==> config.mk <==
export PLATFORM = sky130hd
export DESIGN_NAME = indexed_list_buffer
export DESIGN_NICKNAME = d
export VERILOG_FILES = /design/src/rtl/core/ilb_pkg.sv /design/src/rtl/core/ilb_cell.sv /design/src/rtl/core/indexed_list_buffer.sv
export SDC_FILE = /design/constraint.sdc
export NUM_CORES = 2
export LEC_CHECK = 0
export BUFFER_PORTS_ARGS = -buffer_cell sky130_fd_sc_hd__buf_2
export CORE_UTILIZATION = 26
export CTS_BUF_LIST = sky130_fd_sc_hd__clkbuf_4 sky130_fd_sc_hd__clkbuf_8
export CTS_CLUSTER_DIAMETER = 30
export CTS_CLUSTER_SIZE = 10
export DETAILED_ROUTE_END_ITERATION = 10
export PLACE_DENSITY = 0.52
export SYNTH_ARGS = -nofsm -noshare
export SYNTH_HDL_FRONTEND = slang
export SYNTH_HIERARCHICAL = 1
export SYNTH_SLANG_ARGS = --single-unit
==> constraint.sdc <==
create_clock -name clock -period 5.8 [get_ports clock]
set_input_delay 0.29 -clock clock [delete_from_list [all_inputs] [get_ports clock]]
set_output_delay 0.29 -clock clock [all_outputs]
set_load 0.05 [all_outputs]
==> src/rtl/core/ilb_pkg.sv <==
package ilb_pkg;

   localparam int CAPACITY      = 16;
   localparam int ELEMENT_WIDTH = 32;

   localparam int CMD_W    = 3;
   localparam int INDEX_W  = 4;
   localparam int DATA_W   = 32;
   localparam int STATUS_W = 2;
   localparam int LENGTH_W = 5;

   // count must hold CAPACITY itself
   localparam int COUNT_W = $clog2(CAPACITY + 1);
   localparam int CMP_W   = (COUNT_W > INDEX_W) ? COUNT_W : INDEX_W;

   localparam logic [CMD_W-1:0] CMD_PUSH   = 3'd0;
   localparam logic [CMD_W-1:0] CMD_GET    = 3'd1;
   localparam logic [CMD_W-1:0] CMD_POP    = 3'd2;
   localparam logic [CMD_W-1:0] CMD_REMOVE = 3'd3;
   localparam logic [CMD_W-1:0] CMD_SWAP   = 3'd4;
   localparam logic [CMD_W-1:0] CMD_CLEAR  = 3'd5;

   localparam logic [STATUS_W-1:0] ST_DONE  = 2'd0;
   localparam logic [STATUS_W-1:0] ST_RANGE = 2'd1;
   localparam logic [STATUS_W-1:0] ST_FULL  = 2'd2;

   typedef struct packed {
      logic [CMD_W-1:0]   command;
      logic [INDEX_W-1:0] index;
      logic [DATA_W-1:0]  data_in;
   } ilb_req_type;

   typedef struct packed {
      logic [STATUS_W-1:0] status;
      logic [DATA_W-1:0]   data_out;
      logic [LENGTH_W-1:0] length;
   } ilb_rsp_type;

   // per-cell controls, decoded once per cycle by the top level
   typedef struct packed {
      logic load_din;
      logic shift_up;
      logic load_last;
      logic sel_index;
      logic sel_last;
   } ilb_cell_ctrl_type;

endpackage

==> src/rtl/core/ilb_cell.sv <==
module ilb_cell (
   input  logic                               clock,
   input  ilb_pkg::ilb_cell_ctrl_type         ctrl,
   input  logic [ilb_pkg::ELEMENT_WIDTH-1:0]  din,
   input  logic [ilb_pkg::ELEMENT_WIDTH-1:0]  upper_value,
   input  logic [ilb_pkg::ELEMENT_WIDTH-1:0]  last_value,
   input  logic [ilb_pkg::ELEMENT_WIDTH-1:0]  index_chain_in,
   input  logic [ilb_pkg::ELEMENT_WIDTH-1:0]  last_chain_in,
   output logic [ilb_pkg::ELEMENT_WIDTH-1:0]  value,
   output logic [ilb_pkg::ELEMENT_WIDTH-1:0]  index_chain_out,
   output logic [ilb_pkg::ELEMENT_WIDTH-1:0]  last_chain_out
);
   import ilb_pkg::*;

   logic [ELEMENT_WIDTH-1:0] value_ff;
   logic [ELEMENT_WIDTH-1:0] value_in;

   always_comb begin
      if (ctrl.load_din) begin
         value_in = din;
      end else if (ctrl.shift_up) begin
         value_in = upper_value;
      end else if (ctrl.load_last) begin
         value_in = last_value;
      end else begin
         value_in = value_ff;
      end
   end

   always_ff @(posedge clock) begin
      value_ff <= value_in;
   end

   // selects are one-hot along the row, so the chains simply OR through
   assign index_chain_out = index_chain_in | (ctrl.sel_index ? value_ff : '0);
   assign last_chain_out  = last_chain_in  | (ctrl.sel_last  ? value_ff : '0);
   assign value           = value_ff;

endmodule

==> src/rtl/core/indexed_list_buffer.sv <==
// Channel   Ports                     Handshake
// command   start, busy, req_data     taken when start && !busy
// result    rsp_valid, rsp_data       one-cycle strobe, no back-pressure
//
// One command per cycle: busy stays low, every command finishes in the
// cycle it is taken and its result word appears on the following cycle.
// The row of cells shifts, loads or swaps in that same cycle; reads ripple
// along the row through OR chains. Reset clears the length and the strobe;
// cell contents stay undefined until written. The receiver cannot stall.
module indexed_list_buffer (
   input  logic                 clock,
   input  logic                 reset,
   input  logic                 start,
   output logic                 busy,
   input  ilb_pkg::ilb_req_type req_data,
   output logic                 rsp_valid,
   output ilb_pkg::ilb_rsp_type rsp_data
);
   import ilb_pkg::*;

   logic accept;
   logic [COUNT_W-1:0] count_ff;
   logic [COUNT_W-1:0] count_in;
   logic               rsp_valid_ff;
   ilb_rsp_type        rsp_ff;
   ilb_rsp_type        rsp_in;

   logic [CMP_W-1:0] idx_cmp;
   logic [CMP_W-1:0] cnt_cmp;
   logic index_ok, push_ok, get_ok, pop_ok, remove_ok, swap_ok;

   logic [ELEMENT_WIDTH-1:0] din;
   logic [ELEMENT_WIDTH-1:0] cell_value  [CAPACITY];
   logic [ELEMENT_WIDTH-1:0] index_chain [CAPACITY+1];
   logic [ELEMENT_WIDTH-1:0] last_chain  [CAPACITY+1];
   ilb_cell_ctrl_type        cell_ctrl   [CAPACITY];

   assign busy    = 1'b0;
   assign accept  = start && !busy;
   assign idx_cmp = CMP_W'(req_data.index);
   assign cnt_cmp = CMP_W'(count_ff);
   assign din     = ELEMENT_WIDTH'(req_data.data_in);

   assign index_ok  = idx_cmp < cnt_cmp;
   assign push_ok   = accept && (req_data.command == CMD_PUSH) && (cnt_cmp < CMP_W'(CAPACITY));
   assign get_ok    = accept && (req_data.command == CMD_GET) && index_ok;
   assign pop_ok    = accept && (req_data.command == CMD_POP) && (count_ff != '0);
   assign remove_ok = accept && (req_data.command == CMD_REMOVE) && index_ok;
   assign swap_ok   = accept && (req_data.command == CMD_SWAP) && index_ok;

   assign index_chain[0] = '0;
   assign last_chain[0]  = '0;

   for (genvar i = 0; i < CAPACITY; i++) begin : g_cell
      logic [ELEMENT_WIDTH-1:0] upper;

      if (i == CAPACITY - 1) begin : g_top
         assign upper = '0;
      end else begin : g_mid
         assign upper = cell_value[i+1];
      end

      always_comb begin
         cell_ctrl[i].load_din  = push_ok && (cnt_cmp == CMP_W'(i));
         cell_ctrl[i].shift_up  = remove_ok && (CMP_W'(i) >= idx_cmp)
                                  && (CMP_W'(i + 1) < cnt_cmp);
         cell_ctrl[i].load_last = swap_ok && (CMP_W'(i) == idx_cmp);
         cell_ctrl[i].sel_index = CMP_W'(i) == idx_cmp;
         cell_ctrl[i].sel_last  = CMP_W'(i + 1) == cnt_cmp;
      end

      ilb_cell u_cell (
         .clock           (clock),
         .ctrl            (cell_ctrl[i]),
         .din             (din),
         .upper_value     (upper),
         .last_value      (last_chain[CAPACITY]),
         .index_chain_in  (index_chain[i]),
         .last_chain_in   (last_chain[i]),
         .value           (cell_value[i]),
         .index_chain_out (index_chain[i+1]),
         .last_chain_out  (last_chain[i+1])
      );
   end

   always_comb begin
      count_in        = count_ff;
      rsp_in.status   = ST_DONE;
      rsp_in.data_out = '0;
      unique case (req_data.command)
         CMD_PUSH: begin
            if (push_ok) begin
               count_in = count_ff + 1'b1;
            end else begin
               rsp_in.status = ST_FULL;
            end
         end
         CMD_GET: begin
            if (get_ok) begin
               rsp_in.data_out = DATA_W'(index_chain[CAPACITY]);
            end else begin
               rsp_in.status = ST_RANGE;
            end
         end
         CMD_POP: begin
            if (pop_ok) begin
               count_in        = count_ff - 1'b1;
               rsp_in.data_out = DATA_W'(last_chain[CAPACITY]);
            end else begin
               rsp_in.status = ST_RANGE;
            end
         end
         CMD_REMOVE, CMD_SWAP: begin
            if (remove_ok || swap_ok) begin
               count_in        = count_ff - 1'b1;
               rsp_in.data_out = DATA_W'(index_chain[CAPACITY]);
            end else begin
               rsp_in.status = ST_RANGE;
            end
         end
         CMD_CLEAR: begin
            if (accept) begin
               count_in = '0;
            end
         end
         default: begin
            rsp_in.status = ST_RANGE;
         end
      endcase
      rsp_in.length = LENGTH_W'(count_in);
   end

   always_ff @(posedge clock) begin
      if (reset) begin
         count_ff     <= '0;
         rsp_valid_ff <= 1'b0;
      end else begin
         rsp_valid_ff <= accept;
         if (accept) begin
            count_ff <= count_in;
         end
      end
      if (accept) begin
         rsp_ff <= rsp_in;
      end
   end

   assign rsp_valid = rsp_valid_ff;
   assign rsp_data  = rsp_ff;

   a_count_bound: assert property (@(posedge clock) disable iff (reset)
      CMP_W'(count_ff) <= CMP_W'(CAPACITY))
      else $error("length beyond capacity");

   a_rsp_follows: assert property (@(posedge clock) disable iff (reset)
      accept |=> rsp_valid)
      else $error("command without result word");

   a_no_spurious: assert property (@(posedge clock) disable iff (reset)
      !accept |=> !rsp_valid)
      else $error("result word without command");

   a_length_match: assert property (@(posedge clock) disable iff (reset)
      rsp_valid |-> (rsp_data.length == LENGTH_W'(count_ff)))
      else $error("reported length differs from stored count");

   a_error_zero: assert property (@(posedge clock) disable iff (reset)
      (rsp_valid && (rsp_data.status != ST_DONE)) |-> (rsp_data.data_out == '0))
      else $error("error result carries data");

endmodule
# Yosys cells after proc, flatten, opt, wreduce, memory -nomap -nowiden
# Index checks and enable logic that the tools add are counted.
# totals
reg_bits	557
inputBits	42
out_inout_bits	41
word_cells	327
# classes
addsub	2
n_lt_le_gt_ge	34
eq_ne	51
n_mux	93
bitwise_logic	30
n_reduce_logical	96
# op_table
operator	n
32-bit 2-to-1 mux	83
32-bit OR	30
32-bit case mux with 3 select lines	1
1-bit logical AND	74
3-bit nonzero test	16
4-bit by 5-bit equality test with 1-bit output, first input constant	8
5-bit by 4-bit equality test with 1-bit output, second input constant	8
4-bit by 5-bit < comparator with 1-bit output, first input constant	8
4-bit equality test, first input constant	8
4-bit >= comparator, first input constant	8
3-bit by 5-bit equality test with 1-bit output, first input constant	4
5-bit by 3-bit equality test with 1-bit output, second input constant	4
3-bit by 5-bit < comparator with 1-bit output, first input constant	4
5-bit case mux with 4 select lines	1
3-bit by 4-bit equality test with 1-bit output, first input constant	4
3-bit by 4-bit >= comparator with 1-bit output, first input constant	4
5-bit 2-to-1 mux	3
2-bit by 5-bit equality test with 1-bit output, first input constant	2
5-bit by 2-bit equality test with 1-bit output, second input constant	2
5-bit zero test	2
2-bit by 5-bit < comparator with 1-bit output, first input constant	2
2-bit case mux with 5 select lines	1
2-bit by 4-bit equality test with 1-bit output, first input constant	2
1-bit by 4-bit >= comparator with 1-bit output, first input constant	2
20 further kinds	25

# Logic depth before layout (Yosys ltp)
# logic_depth
ltp_word	20
ltp_mapped	23
depth_no_buf	21

# Hierarchy
# Netlist, hierarchy kept.
# by_module_without_submodules
mod	n_inst	cells_each	area_per_inst_um2	seq_area_each_um2
ilb_cell	16	210	2183.3	960.9
indexed_list_buffer	1	340	3080.5	1291.2

# Worst setup path before layout
# OpenSTA, ideal clock, no wires.
# synth_timing
path_type	reg2reg
from	register count_ff[1] (netlist: cnt_cmp[1])
to	register rsp_ff (netlist bit rsp_data[10]), data pin
setup_ns	0.256
arrival_time_ns	3.889
required_time_ns	5.544
path_slack_ns	1.654
path_stages_with_launch	23
path_buffers	2
synth_period_minus_slack_ns	4.146
path_cell_list	dfxtp_1 -> clkbuf_1 -> inv_1 -> ha_1 -> and2_1 -> buf_2 -> a21o_1 -> a21o_1 -> a21o_1 -> a21o_1 -> a21o_1 -> a21o_1 -> a21o_1 -> a21o_1 -> a21o_1 -> a21o_1 -> a21o_1 -> a21o_1 -> a21o_1 -> a21o_1 -> a21o_1 -> a21o_1 -> a22o_1
# synth_rtl
element	line_no	source
from (decl)	indexed_list_buffer.sv:22	logic [COUNT_W-1:0] count_ff;
from (signal assigned)	indexed_list_buffer.sv:140	count_ff <= count_in;
to (signal assigned)	indexed_list_buffer.sv:144	rsp_ff <= rsp_in;
to (decl)	indexed_list_buffer.sv:25	ilb_rsp_type rsp_ff;

==> results.py <==
metrics = {
    "die": {
        "core_area_sq_mm": 0.144,
        "die_w_um": 384,
        "rows": 139,
        "die_h_um": 384,
        "io_pins": 83,
        "die-area_sq_mm": 0.148,
        "start_util": 0.263,
    },
    "layout": {
        "synthToLayoutAreaGrowth_pct": 13.9,
        "drive_gt1_frac": 0.118,
        "regArea_sq_mm": 0.0167,
        "multi_input_area_sq_mm": 0.0197,
        "fillers": 14931,
        "nNetsFinal": 3896,
    },
    "logic_synthesis": {
        "synthAdderAreaFrac": 0.00263,
        "synth_compound_area_frac": 0.289,
        "synth.yosys.seq_area_share": 0.438,
        "synth_common_cells": "1026 x a21o_1, 551 x edfxtp_1, 535 x nand2_1, 513 x mux2i_1, 481 x o21ai_1",
        "synth-xor-area-share": 0.000461,
        "synth.top_cell.area_share": 0.435,
        "ys.flop_type": "edfxtp_1",
        "synth_mux_area_frac": 0.135,
        "synthTopCellsByArea": "edfxtp_1 44%, a21o_1 20%, mux2i_1 14%",
        "ys_ff_latch": 557,
        "synthCells": 3700,
        "yosysWarnings": 6,
        "synth.distinct_cells": 59,
        "syn_area_sq_mm": 0.0380,
        "synth_edf_count": 551,
        "async_reset_ff_frac": 0,
        "synth_top_family_by_area": "compound AO/OA/AOI/OAI gates",
        "synth_top_cell_by_area": "edfxtp_1",
        "yosysMostFrequentCell": "a21o_1",
        "synth.avg_cell_area_sq_um": 10.3,
        "synth-simple-area-share": 0.0724,
    },
    "global_routing": {
        "first_global_vias": 29975,
        "overflow": 0,
        "grt_pass1_wl_um": 195000,
        "antenna_found_initial": 4,
        "grt_start_max_net_pins": 66,
        "grt_use_total": 0.172,
    },
    "worst_setup_path": {
        "start_kind": "flip-flop",
        "critical_path.most_common_cell": "a21o_1",
        "arrival_ps": 5580,
        "path_class": "reg2reg",
        "crit_required_ps": 6340,
        "cp_slowest_cell": "dfxtp_1",
        "worstPathCellList": "inv_1, ha_1, and2_1, buf_4, a21o_1, a21o_1, a21o_1, a21o_1, a21o_1, a21o_1, a21o_1, a21o_1, a21o_1, a21o_1, a21o_1, a21o_1, a21o_1, a21o_1, a21o_1, mux2i_1, o21ai_0",
        "cp_slowest_stage_delay_ps": 540,
        "endpoint_kind": "flip-flop",
        "crit_fanout": 32,
    },
    "timing": {
        "report.final.slew_viol_count": 0,
        "fmax_ghz": 0.199,
        "hold_viol": 0,
        "tightest_slew_ps": 1280,
        "grt_setup_unrepaired": "false",
        "fin_crit_ps": 5040,
        "tns_ps": 0,
        "setup_viol": 0,
        "period_share": 0.868,
        "clock_skew_ps": 32.3,
        "relSlewSlack": 0.146,
    },
    "clock_tree": {
        "clk_pin_slew_ps": 50,
        "cts_tree": "done",
        "htree_levels": 4,
        "numCtsBuffers": 141,
        "insertion_delay_ps": 850,
        "cts-root-buf": "clkbuf_8",
        "cts.path.max_buffers": 3,
        "ctsResizeCount": 0,
        "clock-sinks": 557,
        "post-cts-setup-buffers": 0,
    },
    "route": {
        "drt_iter0_markers": 2267,
        "avgViaCountPerCell": 4.95,
        "drt_first_pass_iters": 6,
        "vias": 29010,
        "wl_per_cell_um": 21.8,
        "totalWireLength_um": 128000,
        "drc": 0,
        "drtAntennaViolNets": 0,
    },
    "pwr": {
        "power.total_w": 0.0132,
        "p_leak_nw": 17.0,
        "power_density_mw_per_mm2": 304,
        "ir_drop_uv": 127,
    },
    "min_path": {
        "hp-class": "in2reg",
    },
    "placement": {
        "io_buffers": 81,
        "post-dp-hpwl_um": 81300,
        "place.gp.congestion": 0.789,
    },
    "job": {
        "cap_violations": 0,
    },
    "status": {
        "status": "complete, no violations",
    },
}
## where the power goes
group	switching (W)	total [W]	internal [W]
registers	0.0000350	0.00479	0.00475
clock network	0.00216	0.00533	0.00317
logic	0.00181	0.00306	0.00125
total	0.00400	0.0132	0.00918
## timing repair
item                                   CTS  global route
setup endpoints to repair                0             0
hold buffers                            37             0
endpoints found under the hold margin  507             0
## cell type report
cell class,count,share of cell area
clock buffer,159,0.0479
timing repair buffer,211,0.0343
clock inverter,92,0.0218
antenna,2,0.000116
inverter,10,0.000867
sequential,557,0.385
multi-input combinational,2925,0.455
tap,1903,0.0550
## kinds of logic after synthesis
group,Yosys count
adder cells (fa/ha/maj),8
XOR/XNOR,2
multiplexers,513
flip-flops,557
buffers and inverters,314
AO/OA/AOI/OAI,1628
AND/OR/NAND/NOR,677
other,1
## flip-flops by register name, indices dropped and copies added (netlist names)
signal	cells
g_cell.u_cell/value	512
rsp_data	39
rsp_valid	1
cnt_cmp	5
## worst max-delay path: cells and delay by family, from the launching register on
family          cells  cell delay, ps
mux                 1             260
fa+ha+maj           1             370
compound gates     16            2860
flops               1             540
buf+inv             2             470
simple gates        1             200
## worst paths after layout
check / start / endpoint / slack, ps / cells past startpoint
setup reg to reg: cnt_cmp[0] / g_cell[5].u_cell/value[30] / 760 / 21
hold / removal: start / rsp_valid / 130 / 3
setup / recovery: cnt_cmp[0] / g_cell[5].u_cell/value[30] / 760 / 21
hold reg to reg: g_cell[6].u_cell/value[8] / g_cell[5].u_cell/value[8] / 640 / 2
## cell usage in the layout (no fill, tap or decap), drive strengths merged, types with 8 or more instances in the layout
cell type	synthesis	layout
a21o	1026	1026
edfxtp	551	551
nand2	535	535
o21ai	519	519
mux2i	513	513
buf	264	174
clkbuf	40	159
conb	1	97
clkinv	0	60
nor2	49	49
dlygate4sd3	0	37
a22o	33	33
nor3	25	25
inv	10	20
or3	18	18
bufinv	0	17
and3	14	14
a21oi	11	11
ha	8	8
## metrics by stage
step / cell area [sq um] / instances / setup WS (ps) / hold WS, ps / util
2_1_floorplan: 38400 / 3796 / 1650 / 352 / -
3_3_place_gp: 39900 / 5569 / 885 / 542 / 0.276
3_5_place_dp: 39900 / 5569 / 852 / 533 / 0.276
4_1_cts: 43300 / 5857 / 822 / 70.8 / 0.300
5_1_grt: 43300 / 5858 / 468 / 108 / 0.300
6_report: 43300 / 5859 / 764 / 129 / 0.300
## routing by layer
layer	GRT usage	vias to the layer above	part of all wire	wire length, um
met5	0	-	0.00010	13
met4	0.0498	2	0.020	2610
met3	0.0235	185	0.052	6640
met2	0.303	899	0.49	62700
met1	0.217	13893	0.44	56000
li1	-	14031	-	-
(Power assumes the default switching activity.)
